$ cat src/design/hasm_pkg.sv
// Package for the hysteresis alarm monitor with windowed statistics.
// Holds the shared widths, register indexes, reset values and the
// command and status structures between controller and datapath.
package hasm_pkg;

    // Fixed widths of the register file and the window accumulators.
    localparam int CFG_W     = 32;
    localparam int CFG_IDX_W = 3;
    localparam int LEVEL_W   = 16;
    localparam int LIMIT_W   = 8;
    localparam int TICK_W    = 32;
    localparam int SUM_W     = 48;
    localparam int PROD_W    = 64;

    // Configuration register indexes.
    typedef enum logic [CFG_IDX_W-1:0] {
        REG_ALARM_LEVEL    = 3'd0,
        REG_RESUME_LEVEL   = 3'd1,
        REG_SAMPLE_PERIOD  = 3'd2,
        REG_STAT_PERIOD    = 3'd3,
        REG_SILENCE_PERIOD = 3'd4,
        REG_REPORT_LIMIT   = 3'd5,
        REG_MIN_START      = 3'd6
    } cfg_reg_t;

    // Register values after reset.
    localparam logic [LEVEL_W-1:0] ALARM_LEVEL_RST    = 16'd5;
    localparam logic [LEVEL_W-1:0] RESUME_LEVEL_RST   = 16'd3;
    localparam logic [TICK_W-1:0]  SAMPLE_PERIOD_RST  = 32'd10000;
    localparam logic [TICK_W-1:0]  STAT_PERIOD_RST    = 32'd3600000;
    localparam logic [TICK_W-1:0]  SILENCE_PERIOD_RST = 32'd60000;
    localparam logic [LIMIT_W-1:0] REPORT_LIMIT_RST   = 8'd9;
    localparam logic [LEVEL_W-1:0] MIN_START_RST      = 16'd100;

    // Operand choice for the shared period multiplier.
    typedef enum logic [1:0] {
        MUL_SILENCE  = 2'd0,
        MUL_WINDOW   = 2'd1,
        MUL_DURATION = 2'd2
    } mul_sel_t;

    // Commands from the controller to the datapath.
    typedef struct packed {
        logic     load_sample;
        logic     mul_en;
        mul_sel_t mul_sel;
        logic     sil_check;
        logic     win_check;
        logic     dur_capture;
        logic     div_start;
        logic     out_load;
    } dp_cmd_t;

    // Status from the datapath to the controller.
    typedef struct packed {
        logic win_hit;
        logic div_done;
        logic out_free;
    } dp_status_t;

endpackage

$ cat src/design/hasm_stream_if.sv
// Valid/ready channel interfaces for the alarm monitor: the sample word in
// and the result word out. Counts are COUNT_WIDTH wide, totals and duration TICK_W from hasm_pkg.
interface hasm_sample_if #(parameter int COUNT_WIDTH = 16);
    logic                   valid;
    logic                   ready;
    logic [COUNT_WIDTH-1:0] count;

    modport source (output valid, output count, input ready);
    modport sink   (input valid, input count, output ready);
endinterface

interface hasm_result_if #(parameter int COUNT_WIDTH = 16);
    logic                          valid;
    logic                          ready;
    logic                          alarm_raised;
    logic                          alarm_reported;
    logic                          resumed;
    logic                          in_alarm;
    logic                          stat_ready;
    logic [COUNT_WIDTH-1:0]        min_count;
    logic [COUNT_WIDTH-1:0]        max_count;
    logic [COUNT_WIDTH-1:0]        avg_count;
    logic [hasm_pkg::TICK_W-1:0]   alarm_total;
    logic [hasm_pkg::TICK_W-1:0]   resume_total;
    logic [hasm_pkg::TICK_W-1:0]   alarm_duration_ms;

    modport source (
        output valid, output alarm_raised, output alarm_reported, output resumed,
        output in_alarm, output stat_ready, output min_count, output max_count,
        output avg_count, output alarm_total, output resume_total,
        output alarm_duration_ms, input ready
    );
    modport sink (
        input valid, input alarm_raised, input alarm_reported, input resumed,
        input in_alarm, input stat_ready, input min_count, input max_count,
        input avg_count, input alarm_total, input resume_total,
        input alarm_duration_ms, output ready
    );
endinterface

$ cat src/design/hasm_div.sv
// Restoring divider, one quotient bit per cycle, for the window average.
// Quotient is saturated to the count range; a zero divisor gives zero.
// Depends on hasm_pkg.
module hasm_div #(
    parameter int COUNT_WIDTH = 16
) (
    input  logic                         clk,
    input  logic                         rst_n,
    input  logic                         start,
    input  logic [hasm_pkg::SUM_W-1:0]   dividend,
    input  logic [hasm_pkg::TICK_W-1:0]  divisor,
    output logic                         done,
    output logic [COUNT_WIDTH-1:0]       quotient
);
    localparam int SUM_W  = hasm_pkg::SUM_W;
    localparam int DIV_W  = hasm_pkg::TICK_W;
    localparam int STEP_W = $clog2(SUM_W);
    localparam logic [STEP_W-1:0] LAST_STEP = STEP_W'(SUM_W - 1);

    logic              busy_reg;
    logic              done_reg;
    logic              zero_reg;
    logic [STEP_W-1:0] step_reg;
    logic [SUM_W-1:0]  quo_reg;
    logic [DIV_W-1:0]  rem_reg;
    logic [DIV_W-1:0]  div_reg;
    logic [DIV_W:0]    rem_shift;
    logic              fits;

    // Trial subtraction of one step.
    assign rem_shift = {rem_reg, quo_reg[SUM_W-1]};
    assign fits      = rem_shift >= {1'b0, div_reg};

    // Iteration control and the remainder/quotient shift.
    always_ff @(posedge clk or negedge rst_n)
    begin
        if (!rst_n)
        begin
            busy_reg <= 1'b0;
            done_reg <= 1'b0;
            step_reg <= '0;
        end
        else if (start)
        begin
            busy_reg <= 1'b1;
            done_reg <= 1'b0;
            step_reg <= '0;
        end
        else if (busy_reg)
        begin
            step_reg <= step_reg + 1'b1;
            if (step_reg == LAST_STEP)
            begin
                busy_reg <= 1'b0;
                done_reg <= 1'b1;
            end
        end
    end

    always_ff @(posedge clk)
    begin
        if (start)
        begin
            quo_reg  <= dividend;
            rem_reg  <= '0;
            div_reg  <= divisor;
            zero_reg <= (divisor == '0);
        end
        else if (busy_reg)
        begin
            if (fits)
            begin
                rem_reg <= DIV_W'(rem_shift - {1'b0, div_reg});
            end
            else
            begin
                rem_reg <= rem_shift[DIV_W-1:0];
            end
            quo_reg <= {quo_reg[SUM_W-2:0], fits};
        end
    end

    // Saturate to the count range.
    always_comb
    begin
        if (zero_reg)
        begin
            quotient = '0;
        end
        else if ((quo_reg >> COUNT_WIDTH) != '0)
        begin
            quotient = '1;
        end
        else
        begin
            quotient = quo_reg[COUNT_WIDTH-1:0];
        end
    end

    assign done = done_reg && !busy_reg;

endmodule

$ cat src/design/hasm_dp.sv
// Datapath of the alarm monitor: configuration registers, alarm and window
// state, the shared period multiplier, the divider and the result register.
// Depends on hasm_pkg, hasm_result_if and hasm_div.
module hasm_dp #(
    parameter int COUNT_WIDTH = 16
) (
    input  logic                            clk,
    input  logic                            rst_n,
    input  logic                            cfg_wr_en,
    input  logic [hasm_pkg::CFG_IDX_W-1:0]  cfg_index,
    input  logic [hasm_pkg::CFG_W-1:0]      cfg_data,
    input  logic [COUNT_WIDTH-1:0]          count,
    input  hasm_pkg::dp_cmd_t               cmd,
    output hasm_pkg::dp_status_t            status,
    hasm_result_if.source                   results
);
    localparam int LEVEL_W = hasm_pkg::LEVEL_W;
    localparam int LIMIT_W = hasm_pkg::LIMIT_W;
    localparam int TICK_W  = hasm_pkg::TICK_W;
    localparam int SUM_W   = hasm_pkg::SUM_W;
    localparam int PROD_W  = hasm_pkg::PROD_W;
    localparam int CMP_W   = (COUNT_WIDTH > LEVEL_W) ? COUNT_WIDTH : LEVEL_W;

    // Configuration registers.
    logic [LEVEL_W-1:0] alarm_level_reg;
    logic [LEVEL_W-1:0] resume_level_reg;
    logic [TICK_W-1:0]  sample_period_reg;
    logic [TICK_W-1:0]  stat_period_reg;
    logic [TICK_W-1:0]  silence_period_reg;
    logic [LIMIT_W-1:0] report_limit_reg;
    logic [LEVEL_W-1:0] min_start_reg;

    // Alarm and window state.
    logic                   flag_reg;
    logic                   silence_on_reg;
    logic [TICK_W-1:0]      silence_ticks_reg;
    logic [LIMIT_W-1:0]     reports_reg;
    logic [TICK_W-1:0]      window_samples_reg;
    logic [SUM_W-1:0]       sum_reg;
    logic [CMP_W-1:0]       min_seen_reg;
    logic [COUNT_WIDTH-1:0] max_seen_reg;
    logic [TICK_W-1:0]      alarm_events_reg;
    logic [TICK_W-1:0]      resume_events_reg;
    logic [TICK_W-1:0]      alarm_ticks_reg;

    // Per-word flags and working registers.
    logic               raised_reg;
    logic               reported_reg;
    logic               resumed_reg;
    logic               stat_ready_reg;
    logic [PROD_W-1:0]  prod_reg;
    logic [TICK_W-1:0]  dur_reg;
    logic               out_valid_reg;

    // Sample decode.
    logic [CMP_W-1:0]       cnt_ext;
    logic                   raise;
    logic                   fall;
    logic                   start_timer;
    logic                   report;
    logic                   flag_next;
    logic                   silence_run;
    logic [TICK_W-1:0]      silence_ticks_next;
    logic [TICK_W-1:0]      mul_a;
    logic [COUNT_WIDTH-1:0] avg_q;
    logic                   div_done;

    // Configuration writes.
    always_ff @(posedge clk or negedge rst_n)
    begin
        if (!rst_n)
        begin
            alarm_level_reg    <= hasm_pkg::ALARM_LEVEL_RST;
            resume_level_reg   <= hasm_pkg::RESUME_LEVEL_RST;
            sample_period_reg  <= hasm_pkg::SAMPLE_PERIOD_RST;
            stat_period_reg    <= hasm_pkg::STAT_PERIOD_RST;
            silence_period_reg <= hasm_pkg::SILENCE_PERIOD_RST;
            report_limit_reg   <= hasm_pkg::REPORT_LIMIT_RST;
            min_start_reg      <= hasm_pkg::MIN_START_RST;
        end
        else if (cfg_wr_en)
        begin
            unique case (hasm_pkg::cfg_reg_t'(cfg_index))
                hasm_pkg::REG_ALARM_LEVEL:    alarm_level_reg    <= cfg_data[LEVEL_W-1:0];
                hasm_pkg::REG_RESUME_LEVEL:   resume_level_reg   <= cfg_data[LEVEL_W-1:0];
                hasm_pkg::REG_SAMPLE_PERIOD:  sample_period_reg  <= cfg_data[TICK_W-1:0];
                hasm_pkg::REG_STAT_PERIOD:    stat_period_reg    <= cfg_data[TICK_W-1:0];
                hasm_pkg::REG_SILENCE_PERIOD: silence_period_reg <= cfg_data[TICK_W-1:0];
                hasm_pkg::REG_REPORT_LIMIT:   report_limit_reg   <= cfg_data[LIMIT_W-1:0];
                hasm_pkg::REG_MIN_START:      min_start_reg      <= cfg_data[LEVEL_W-1:0];
                default: ;
            endcase
        end
    end

    // Hysteresis decision for the incoming sample; a rise wins over a fall.
    always_comb
    begin
        cnt_ext     = CMP_W'(count);
        raise       = (cnt_ext >= CMP_W'(alarm_level_reg)) && !flag_reg;
        fall        = !raise && (cnt_ext < CMP_W'(resume_level_reg)) && flag_reg;
        start_timer = raise && !silence_on_reg;
        report      = start_timer && (reports_reg < report_limit_reg);
        flag_next   = raise ? 1'b1 : (fall ? 1'b0 : flag_reg);
        silence_run = silence_on_reg || start_timer;
        silence_ticks_next = (start_timer ? '0 : silence_ticks_reg) + 1'b1;
    end

    // Operand select for the period multiplier.
    always_comb
    begin
        case (cmd.mul_sel)
            hasm_pkg::MUL_SILENCE:  mul_a = silence_ticks_reg;
            hasm_pkg::MUL_WINDOW:   mul_a = window_samples_reg;
            hasm_pkg::MUL_DURATION: mul_a = alarm_ticks_reg;
            default:                mul_a = '0;
        endcase
    end

    // Alarm state, window accumulators and the window clear.
    always_ff @(posedge clk or negedge rst_n)
    begin
        if (!rst_n)
        begin
            flag_reg           <= 1'b0;
            silence_on_reg     <= 1'b0;
            silence_ticks_reg  <= '0;
            reports_reg        <= '0;
            window_samples_reg <= '0;
            sum_reg            <= '0;
            min_seen_reg       <= CMP_W'(hasm_pkg::MIN_START_RST);
            max_seen_reg       <= '0;
            alarm_events_reg   <= '0;
            resume_events_reg  <= '0;
            alarm_ticks_reg    <= '0;
            stat_ready_reg     <= 1'b0;
        end
        else if (cmd.load_sample)
        begin
            if (cnt_ext < min_seen_reg)
            begin
                min_seen_reg <= cnt_ext;
            end
            if (count > max_seen_reg)
            begin
                max_seen_reg <= count;
            end
            sum_reg            <= sum_reg + SUM_W'(count);
            flag_reg           <= flag_next;
            silence_on_reg     <= silence_run;
            if (silence_run)
            begin
                silence_ticks_reg <= silence_ticks_next;
            end
            reports_reg        <= reports_reg + LIMIT_W'(report);
            alarm_events_reg   <= alarm_events_reg + TICK_W'(raise);
            resume_events_reg  <= resume_events_reg + TICK_W'(fall);
            window_samples_reg <= window_samples_reg + 1'b1;
            alarm_ticks_reg    <= alarm_ticks_reg + TICK_W'(flag_next);
        end
        else if (cmd.sil_check)
        begin
            if (silence_on_reg && (prod_reg >= PROD_W'(silence_period_reg)))
            begin
                silence_on_reg <= 1'b0;
            end
        end
        else if (cmd.win_check)
        begin
            stat_ready_reg <= status.win_hit;
        end
        else if (cmd.out_load && stat_ready_reg)
        begin
            stat_ready_reg     <= 1'b0;
            reports_reg        <= '0;
            window_samples_reg <= '0;
            sum_reg            <= '0;
            min_seen_reg       <= CMP_W'(min_start_reg);
            max_seen_reg       <= '0;
            alarm_events_reg   <= '0;
            resume_events_reg  <= '0;
            alarm_ticks_reg    <= '0;
        end
    end

    // Per-word event flags, the product register and the duration.
    always_ff @(posedge clk)
    begin
        if (cmd.load_sample)
        begin
            raised_reg   <= raise;
            reported_reg <= report;
            resumed_reg  <= fall;
        end
        if (cmd.mul_en)
        begin
            prod_reg <= PROD_W'(mul_a) * PROD_W'(sample_period_reg);
        end
        if (cmd.dur_capture)
        begin
            dur_reg <= prod_reg[TICK_W-1:0];
        end
    end

    // Window average.
    hasm_div #(
        .COUNT_WIDTH (COUNT_WIDTH)
    ) u_div (
        .clk      (clk),
        .rst_n    (rst_n),
        .start    (cmd.div_start),
        .dividend (sum_reg),
        .divisor  (window_samples_reg),
        .done     (div_done),
        .quotient (avg_q)
    );

    // Result register; the stat fields read zero unless the window closed.
    always_ff @(posedge clk or negedge rst_n)
    begin
        if (!rst_n)
        begin
            out_valid_reg <= 1'b0;
        end
        else if (cmd.out_load)
        begin
            out_valid_reg <= 1'b1;
        end
        else if (results.ready)
        begin
            out_valid_reg <= 1'b0;
        end
    end

    always_ff @(posedge clk)
    begin
        if (cmd.out_load)
        begin
            results.alarm_raised   <= raised_reg;
            results.alarm_reported <= reported_reg;
            results.resumed        <= resumed_reg;
            results.in_alarm       <= flag_reg;
            results.stat_ready     <= stat_ready_reg;
            if (stat_ready_reg)
            begin
                results.min_count         <= min_seen_reg[COUNT_WIDTH-1:0];
                results.max_count         <= max_seen_reg;
                results.avg_count         <= avg_q;
                results.alarm_total       <= alarm_events_reg;
                results.resume_total      <= resume_events_reg;
                results.alarm_duration_ms <= dur_reg;
            end
            else
            begin
                results.min_count         <= '0;
                results.max_count         <= '0;
                results.avg_count         <= '0;
                results.alarm_total       <= '0;
                results.resume_total      <= '0;
                results.alarm_duration_ms <= '0;
            end
        end
    end

    assign results.valid   = out_valid_reg;

    // Status back to the controller.
    assign status.win_hit  = prod_reg >= PROD_W'(stat_period_reg);
    assign status.div_done = div_done;
    assign status.out_free = !out_valid_reg || results.ready;

endmodule

$ cat src/design/hasm_ctrl.sv
// Controller of the alarm monitor: sequences sample update, the period
// products, the optional average division and the result load.
// Depends on hasm_pkg.
module hasm_ctrl (
    input  logic                  clk,
    input  logic                  rst_n,
    input  logic                  in_valid,
    output logic                  in_ready,
    input  hasm_pkg::dp_status_t  status,
    output hasm_pkg::dp_cmd_t     cmd
);
    typedef enum logic [2:0] {
        S_IDLE,
        S_MUL_SIL,
        S_MUL_WIN,
        S_CHK_WIN,
        S_DUR,
        S_DIV,
        S_DONE
    } state_t;

    state_t state_reg;
    state_t state_next;

    // Next state.
    always_comb
    begin
        state_next = state_reg;
        unique case (state_reg)
            S_IDLE:    if (in_valid) state_next = S_MUL_SIL;
            S_MUL_SIL: state_next = S_MUL_WIN;
            S_MUL_WIN: state_next = S_CHK_WIN;
            S_CHK_WIN: state_next = status.win_hit ? S_DUR : S_DONE;
            S_DUR:     state_next = S_DIV;
            S_DIV:     if (status.div_done) state_next = S_DONE;
            S_DONE:    if (status.out_free) state_next = S_IDLE;
            default:   state_next = S_IDLE;
        endcase
    end

    // State register.
    always_ff @(posedge clk or negedge rst_n)
    begin
        if (!rst_n)
        begin
            state_reg <= S_IDLE;
        end
        else
        begin
            state_reg <= state_next;
        end
    end

    // Commands decoded from the state.
    always_comb
    begin
        cmd         = '0;
        cmd.mul_sel = hasm_pkg::MUL_SILENCE;
        unique case (state_reg)
            S_IDLE:    cmd.load_sample = in_valid;
            S_MUL_SIL:
            begin
                cmd.mul_en  = 1'b1;
                cmd.mul_sel = hasm_pkg::MUL_SILENCE;
            end
            S_MUL_WIN:
            begin
                cmd.sil_check = 1'b1;
                cmd.mul_en    = 1'b1;
                cmd.mul_sel   = hasm_pkg::MUL_WINDOW;
            end
            S_CHK_WIN:
            begin
                cmd.win_check = 1'b1;
                cmd.mul_en    = 1'b1;
                cmd.mul_sel   = hasm_pkg::MUL_DURATION;
            end
            S_DUR:
            begin
                cmd.dur_capture = 1'b1;
                cmd.div_start   = 1'b1;
            end
            S_DIV:     cmd.out_load = 1'b0;
            S_DONE:    cmd.out_load = status.out_free;
            default:   cmd = '0;
        endcase
    end

    assign in_ready = (state_reg == S_IDLE);

endmodule

$ cat src/design/hysteresis_alarm_stat_monitor_top.sv
// Hysteresis alarm monitor with windowed statistics. Each sample word gives
// one result word. A sample that does not close the statistics window goes
// from acceptance to the result register through update, silence product,
// window product, window check and load; one that closes the window also
// waits for the 48-step bit-serial divider that forms the average. One 32x32
// multiplier is shared by the silence, window and duration products. Results
// wait in an output register, so the next sample is taken while a result is
// still pending. Configuration is written through cfg_wr_en/cfg_index/cfg_data
// while the block is idle; the user must ensure it, as the block does not check.
module hysteresis_alarm_stat_monitor_top #(
    parameter int COUNT_WIDTH = 16
) (
    input  logic                            clk,
    input  logic                            rst_n,
    input  logic                            cfg_wr_en,
    input  logic [hasm_pkg::CFG_IDX_W-1:0]  cfg_index,
    input  logic [hasm_pkg::CFG_W-1:0]      cfg_data,
    hasm_sample_if.sink                     samples,
    hasm_result_if.source                   results
);
    hasm_pkg::dp_cmd_t    cmd;
    hasm_pkg::dp_status_t status;
    logic                 in_ready;
    logic [COUNT_WIDTH-1:0] sample_count;

    assign samples.ready = in_ready;
    assign sample_count  = samples.count;

    // Sequencer.
    hasm_ctrl u_ctrl (
        .clk      (clk),
        .rst_n    (rst_n),
        .in_valid (samples.valid),
        .in_ready (in_ready),
        .status   (status),
        .cmd      (cmd)
    );

    // State, arithmetic and result register.
    hasm_dp #(
        .COUNT_WIDTH (COUNT_WIDTH)
    ) u_dp (
        .clk       (clk),
        .rst_n     (rst_n),
        .cfg_wr_en (cfg_wr_en),
        .cfg_index (cfg_index),
        .cfg_data  (cfg_data),
        .count     (sample_count),
        .cmd       (cmd),
        .status    (status),
        .results   (results)
    );

endmodule

$ cat src/flat_wrapper.sv
// flat-port wrapper written by rule: the top's interface ports become plain ports
module hysteresis_alarm_stat_monitor_top_flat 
#(
    parameter int COUNT_WIDTH = 16
)
  (clk, rst_n, cfg_wr_en, cfg_index, cfg_data, samples_valid, samples_count, samples_ready, results_valid, results_alarm_raised, results_alarm_reported, results_resumed, results_in_alarm, results_stat_ready, results_min_count, results_max_count, results_avg_count, results_alarm_total, results_resume_total, results_alarm_duration_ms, results_ready);
  hasm_sample_if #(.COUNT_WIDTH(COUNT_WIDTH)) samples_i ();
  hasm_result_if #(.COUNT_WIDTH(COUNT_WIDTH)) results_i ();
  input  logic clk;
  input  logic rst_n;
  input  logic cfg_wr_en;
  input  logic [hasm_pkg::CFG_IDX_W-1:0] cfg_index;
  input  logic [hasm_pkg::CFG_W-1:0] cfg_data;
  input wire logic [$bits(samples_i.valid)-1:0] samples_valid;
  input wire logic [$bits(samples_i.count)-1:0] samples_count;
  output wire logic [$bits(samples_i.ready)-1:0] samples_ready;
  output wire logic [$bits(results_i.valid)-1:0] results_valid;
  output wire logic [$bits(results_i.alarm_raised)-1:0] results_alarm_raised;
  output wire logic [$bits(results_i.alarm_reported)-1:0] results_alarm_reported;
  output wire logic [$bits(results_i.resumed)-1:0] results_resumed;
  output wire logic [$bits(results_i.in_alarm)-1:0] results_in_alarm;
  output wire logic [$bits(results_i.stat_ready)-1:0] results_stat_ready;
  output wire logic [$bits(results_i.min_count)-1:0] results_min_count;
  output wire logic [$bits(results_i.max_count)-1:0] results_max_count;
  output wire logic [$bits(results_i.avg_count)-1:0] results_avg_count;
  output wire logic [$bits(results_i.alarm_total)-1:0] results_alarm_total;
  output wire logic [$bits(results_i.resume_total)-1:0] results_resume_total;
  output wire logic [$bits(results_i.alarm_duration_ms)-1:0] results_alarm_duration_ms;
  input wire logic [$bits(results_i.ready)-1:0] results_ready;
  assign samples_i.valid = samples_valid;
  assign samples_i.count = samples_count;
  assign samples_ready = samples_i.ready;
  assign results_valid = results_i.valid;
  assign results_alarm_raised = results_i.alarm_raised;
  assign results_alarm_reported = results_i.alarm_reported;
  assign results_resumed = results_i.resumed;
  assign results_in_alarm = results_i.in_alarm;
  assign results_stat_ready = results_i.stat_ready;
  assign results_min_count = results_i.min_count;
  assign results_max_count = results_i.max_count;
  assign results_avg_count = results_i.avg_count;
  assign results_alarm_total = results_i.alarm_total;
  assign results_resume_total = results_i.resume_total;
  assign results_alarm_duration_ms = results_i.alarm_duration_ms;
  assign results_i.ready = results_ready;
  hysteresis_alarm_stat_monitor_top #(.COUNT_WIDTH(COUNT_WIDTH)) u_core (.clk(clk), .rst_n(rst_n), .cfg_wr_en(cfg_wr_en), .cfg_index(cfg_index), .cfg_data(cfg_data), .samples(samples_i), .results(results_i));
endmodule
$ cat config.mk
export PLATFORM = sky130hd
export DESIGN_NAME = hysteresis_alarm_stat_monitor_top_flat
export DESIGN_NICKNAME = d
export VERILOG_FILES = /design/src/design/hasm_pkg.sv /design/src/design/hasm_stream_if.sv /design/src/design/hasm_div.sv /design/src/design/hasm_dp.sv /design/src/design/hasm_ctrl.sv /design/src/design/hysteresis_alarm_stat_monitor_top.sv /design/src/flat_wrapper.sv
export SDC_FILE = /design/constraint.sdc
export NUM_CORES = 2
export LEC_CHECK = 0
export BUFFER_PORTS_ARGS = -buffer_cell sky130_fd_sc_hd__buf_4
export CAP_MARGIN = 20
export CORE_MARGIN = 10
export CORE_UTILIZATION = 45
export CTS_BUF_LIST = sky130_fd_sc_hd__clkbuf_4 sky130_fd_sc_hd__clkbuf_8
export CTS_CLUSTER_SIZE = 40
export DETAILED_ROUTE_END_ITERATION = 16
export PLACE_DENSITY = 0.57
export REMOVE_ABC_BUFFERS = 1
export SLEW_MARGIN = 20
export SYNTH_ARGS = -nofsm -noshare
export SYNTH_HDL_FRONTEND = slang
export SYNTH_SLANG_ARGS = --single-unit
$ cat constraint.sdc
create_clock -name clk -period 11.25 [get_ports clk]
set_clock_uncertainty 0.15 [all_clocks]
set_input_delay 0.5625 -clock clk [delete_from_list [all_inputs] [get_ports clk]]
set_output_delay 0.5625 -clock clk [all_outputs]
set_load 0.02 [all_outputs]
Word-level counts from Yosys, hierarchy flattened
Cells that the tools add are included.
Word-level totals
  flip-flop bits (word level): 776
  input bits: 56
  output and inout bits: 151
Operators by class
  magnitude comparators: 8
  $mul: 1
  add/sub/neg operators: 9
  bitwise logic cells: 3
  eq/ne operators: 22
  reduce and logical (&&, ||, !) cells: 43
  multiplexer cells: 59
Operator list (count)
  32-bit two-way mux: 9
  48-bit two-way mux: 6
  16-bit two-way mux: 11
  64-bit by 32-bit >= comparator with 1-bit output: 2
  32-bit by 1-bit adder with 32-bit output: 3
  32-bit case mux with 3 select lines: 1
  32-bit by 1-bit adder with 32-bit output (second input constant): 2
  32-bit by 32-bit multiplier with 64-bit output: 1
  48-bit by 16-bit adder with 48-bit output: 1
  48-bit nonzero test: 1
  33-bit by 32-bit >= comparator with 1-bit output: 1
  32-bit logical NOT: 1
  16-bit less-than comparator: 2
  8-bit two-way mux: 4
  32-bit subtractor: 1
  3-bit case mux with 7 select lines: 1
  2-bit AND reduction: 10
  1-bit two-way mux: 19
  3-bit equality test (second input constant): 6
  16-bit >= comparator: 1
  16-bit greater-than comparator: 1
  2-bit nonzero test: 7
  3-bit by 2-bit equality test with 1-bit output (second input constant): 4
  6-bit two-way mux: 2
  21 further kinds: 48

Longest topological paths before layout
  depth in word-level cells: 9
  gate-level depth with buffers: 35

By module
From an unflattened synthesis, not the netlist that was laid out.
Second synthesis, totals
  cell total of the unflattened synthesis: 7083
  area, all modules: 71330.9 µm²
By module, submodules not included
  hasm_dp: area an instance 63850.0 µm², times used 1, cells each 6345
  hasm_div: area an instance 7238.2 µm², times used 1, cells each 712
  hasm_ctrl: area an instance 242.7 µm², times used 1, cells each 26

Least setup slack after synthesis
No wires, ideal clock.
  path type: reg2reg
  start point: reg u_core.u_ctrl.state_reg[1]
  end point: reg u_core.u_dp.prod_reg[63] (data pin)
  library setup time: 0.260 ns
  data required time: 10.840 ns
  arrival time: 8.164 ns
  period minus slack after synthesis: 8.574 ns
  stages on the path, launching flop included: 34
  slack: 2.676 ns
  cells stage by stage: dfrtp_1 > clkbuf_1 > nand2b_1 > clkbuf_1 > clkbuf_1 > nand2_1 > o21ai_0 > clkbuf_1 > and2_1 > fa_1 > fa_1 > fa_1 > inv_1 > fa_1 > inv_1 > fa_1 > inv_1 > fa_1 > inv_1 > fa_1 > inv_1 > fa_1 > inv_1 > ha_1 > a21oi_2 > o21ai_2 > o2bb2ai_2 > a2111oi_4 > o2111a_1 > a211oi_2 > a21o_1 > or3_1 > a31oi_1 > xnor2_1
Between the ends
  longest elaborated chain between the ends: 5
  elaborated cells between the ends (all ways): 9
  classes of those cells: mul: 1; eq/ne: 5; mux: 2; reduce/logical: 1
RTL lines
  start, declared: line hasm_ctrl.sv:22  | state_t state_reg;
  start signal, assigned: line hasm_ctrl.sv:50  | state_reg <= state_next;
  3-bit by 2-bit equality test with 1-bit output or 3-bit by 1-bit equality test with 1-bit output (tied branches): line hasm_ctrl.sv:59  | unique case (state_reg)
  3-bit case mux with 3 select lines *: line hasm_ctrl.sv:59
  2-bit equality test, or another cell as far along: line hasm_dp.sv:112  | case (cmd.mul_sel)
  32-bit case mux with 3 select lines *: line hasm_dp.sv:112
  32-bit by 32-bit multiplier with 64-bit output *: line hasm_dp.sv:197  | prod_reg <= PROD_W'(mul_a) * PROD_W'(sample_period_reg);
  end signal, assigned: line hasm_dp.sv:197
  end, declared: line hasm_dp.sv:51  | logic [PROD_W-1:0] prod_reg;
Every way passes the cells marked *; elsewhere a longest branch is shown, timed or not.
A chain may end at the register's enable or synchronous reset.

Final worst setup path
Ends and elaborated chain as after synthesis.

==> flow_summary.json <==
{
  "grt_max_degree": 144,
  "track_usage_pct": 22.9,
  "drc": 0,
  "p_leak_nw": 36.9,
  "p_comb_share_pct": 43.5,
  "layout_common_cells": "inv_1, nand2_1, fa_1",
  "power_switching_mw": 5.35,
  "synth_cell_type_count": 88,
  "final_util_pct": 49.9,
  "place_congestion": 0.906,
  "synthCells": 7146,
  "drt_iter0_drc": 3197,
  "status": "completed",
  "antenna_found_initial": 6,
  "grt_overflow": 0,
  "synth_seq_area_share_pct": 29.7,
  "required_ns": 11.70,
  "crit_arrival_ns": 10.51,
  "start_kind": "flop",
  "num-fill-cells": 14600,
  "synth_xor_area_share_pct": 3.20,
  "cts_resized": 0,
  "relSlewSlack_pct": 26.4,
  "cts_sinks": 776,
  "setup_ws_ns": 1.19,
  "finalSetupViolations": 0,
  "yosysWarningCount": 0,
  "synth_edf_count": 329,
  "layout.nets": 8717,
  "wl_per_cell_um": 20.6,
  "synthMuxAreaShare_pct": 2.34,
  "drt-total-wl_um": 196000,
  "p_sw_share_pct": 41.5,
  "critPathMaxFanout": 24,
  "via_per_inst": 5.28,
  "cts_max_level": 4,
  "grt_pass1_vias": 52800,
  "die_width_um": 416,
  "hold_ws_ns": 0.133,
  "power_mw": 12.9,
  "ys_seq_elements": 776,
  "cts_buffer_depth": 3,
  "synth.avg_cell_area_um2": 9.87,
  "dominantRegCellSynth": "dfrtp_1",
  "syn-cell-area_um2": 70500,
  "tightest_slew_ns": 1.10,
  "rsz0062_at_grt": "false",
  "row_count": 145,
  "clk_pin_slew_ns": 0.06,
  "initial_utilization_pct": 45.2,
  "fmax_ghz": 0.0994,
  "top_level_ports": 207,
  "cts_tree": "built",
  "synth_compound_area_share_pct": 6.46,
  "min_period_over_period_pct": 89.5,
  "die_h_um": 416,
  "crit_path_max_incr_delay_ns": 0.89,
  "period_needed_ns": 10.06,
  "clock_latency_ns": 0.85,
  "worst-setup-path-type": "flop to flop",
  "end_kind": "flop",
  "mostFrequentLayoutCell": "inv_1",
  "intPower_mw": 7.55,
  "cap_viol_max_count": 0,
  "slew_viol_final": 0,
  "pre_cts_ws_ns": 1.27,
  "largest_register_ff_count": 64,
  "hold_viol": 0,
  "power_density_nw_per_um2": 165,
  "synthArstFlopShare_pct": 53.5,
  "vias": 50000,
  "synth_fa_ha_area_share_pct": 33.6,
  "pwr-share-seq_pct": 34.5,
  "grt_first_pass_wirelength_um": 311000,
  "pwr-share-clk_pct": 22.1,
  "slowest_stage": "o21ai_2",
  "drive_above_1_share_pct": 10.5,
  "cts_made_buffers": 135,
  "crit_path_frequent_cell": "fa_1",
  "worst_hold_path_type": "input pin to asynchronous set/reset pin",
  "core-area_um2": 156000,
  "die-area_um2": 173000,
  "ant_nets": 0,
  "first_pass_iters": 6,
  "synth_top_family_by_area": "adder cells",
  "tns_ns": 0,
  "dp_hpwl_um": 147000,
  "area_growth_pct": 10.5,
  "root_buffer": "clkbuf_8",
  "synthSimpleGateAreaFrac_pct": 16.9,
  "numPortBuffers": 206,
  "ir_worst_vdd_mv": 0.145
}
## timing repair
item / in CTS / in global routing
setup buffers: 0 / 0
endpoints found under the hold margin: 270 / 0
hold buffers: 50 / 0
## stage by stage
stage	area, um^2	cells
3_3_place_gp	74400	9176
4_1_cts	77900	9478
3_5_place_dp	74400	9177
6_report	77900	9484
2_1_floorplan	69200	6813
5_1_grt	77900	9481
## synth_stat cells, drive strengths merged, types with 5 or more instances
cell	n	share of area [%]
xor2	139	1.7
or3	34	0.30
nand2	937	5.0
o21a	35	0.37
ha	456	8.1
and3	58	0.51
o31ai	9	0.11
and2	734	6.5
buf	18	0.13
xnor2	119	1.5
o31a	5	0.062
nand4	71	0.67
mux2	94	1.5
a21o	88	0.94
a31oi	46	0.42
edfxtp	329	14
nor4	31	0.30
inv	1128	6.0
nand2b	23	0.20
a2111oi	5	0.099
clkbuf	315	1.7
dfstp	35	1.3
a221oi	7	0.10
dfxtp	32	0.91
or2	6	0.053
o21ai	259	1.8
nor2	285	1.5
a21boi	6	0.064
o211ai	13	0.14
nor3b	5	0.053
nor2b	30	0.27
nand3	119	0.85
nor3	48	0.38
a21oi	197	1.4
fa	898	25
and4	15	0.19
o21bai	17	0.18
dfrtp	380	13
mux2i	59	0.84
a211oi	18	0.21
## area by class of cell
type / count / area, um^2 / area share, %
multi-input cells: 4909 / 44300 / 56.8
flip-flops and latches: 776 / 21000 / 26.9
inverters: 1128 / 4240 / 5.44
repair buffers: 357 / 2860 / 3.67
well taps: 2058 / 2570 / 3.30
clock buffers: 209 / 2530 / 3.25
clock inverters: 42 / 467 / 0.599
diodes: 5 / 12.5 / 0.0161
## logic make-up (layout without fill, tap and decap cells)
group,after synthesis,in the layout
multiplexers,153,153
AND/OR/NAND/NOR,2403,2403
AO/OA/AOI/OAI,741,741
adder cells (fa/ha/maj),1354,1354
flip-flops,776,776
buffers and inverters,1461,1736
XOR/XNOR,258,258
other,0,5
## critical path, delay by kind of cell, from the launching register on
family | cells | cell delay, ns
compound gates | 7 | 2.38
fa+ha+maj | 9 | 4.47
buf+inv | 5 | 0.68
flops | 1 | 0.55
simple gates | 5 | 1.44
xor+xnor | 1 | 0.14
## worst paths after layout
kind                                                   startpoint  slack (ns)  cells after the start                                       endpoint
min                                                         rst_n        0.13                      2  u_core.u_dp.resume_events_reg[15]$_DFFE_PN0P_
min in group clk                                     cfg_index[1]        0.15                      5    u_core.u_dp.resume_level_reg[1]$_DFFE_PN1P_
max reg2reg                u_core.u_ctrl.state_reg[1]$_DFFE_PN0P_        1.19                     27             u_core.u_dp.prod_reg[63]$_DFFE_PP_
max                        u_core.u_ctrl.state_reg[1]$_DFFE_PN0P_        1.19                     27             u_core.u_dp.prod_reg[63]$_DFFE_PP_
min reg2reg                     u_core.u_dp.resumed_reg$_DFFE_PP_        0.28                      0          u_core.u_dp.results.resumed$_DFFE_PP_
max in group asynchronous                                   rst_n        8.51                      4         u_core.u_ctrl.state_reg[0]$_DFFE_PN0P_
## power by group through the flow
stage               sequential (mW)  combinational, mW  clock (mW)
global placement               4.48               5.55           0
floorplan                      4.38               3.68           0
global route                   4.52               6.38        3.04
CTS                            4.44               5.67        2.92
detailed placement             4.49               5.61           0
finish                         4.44               5.60        2.85
## per-layer routing
metal	wire length (um)	GRT usage [%]
met1	82600	29.6
met2	96400	39.0
met3	9110	2.84
met4	7800	8.84
met5	9	0
Note: power is estimated with default switching activity, not from simulation.
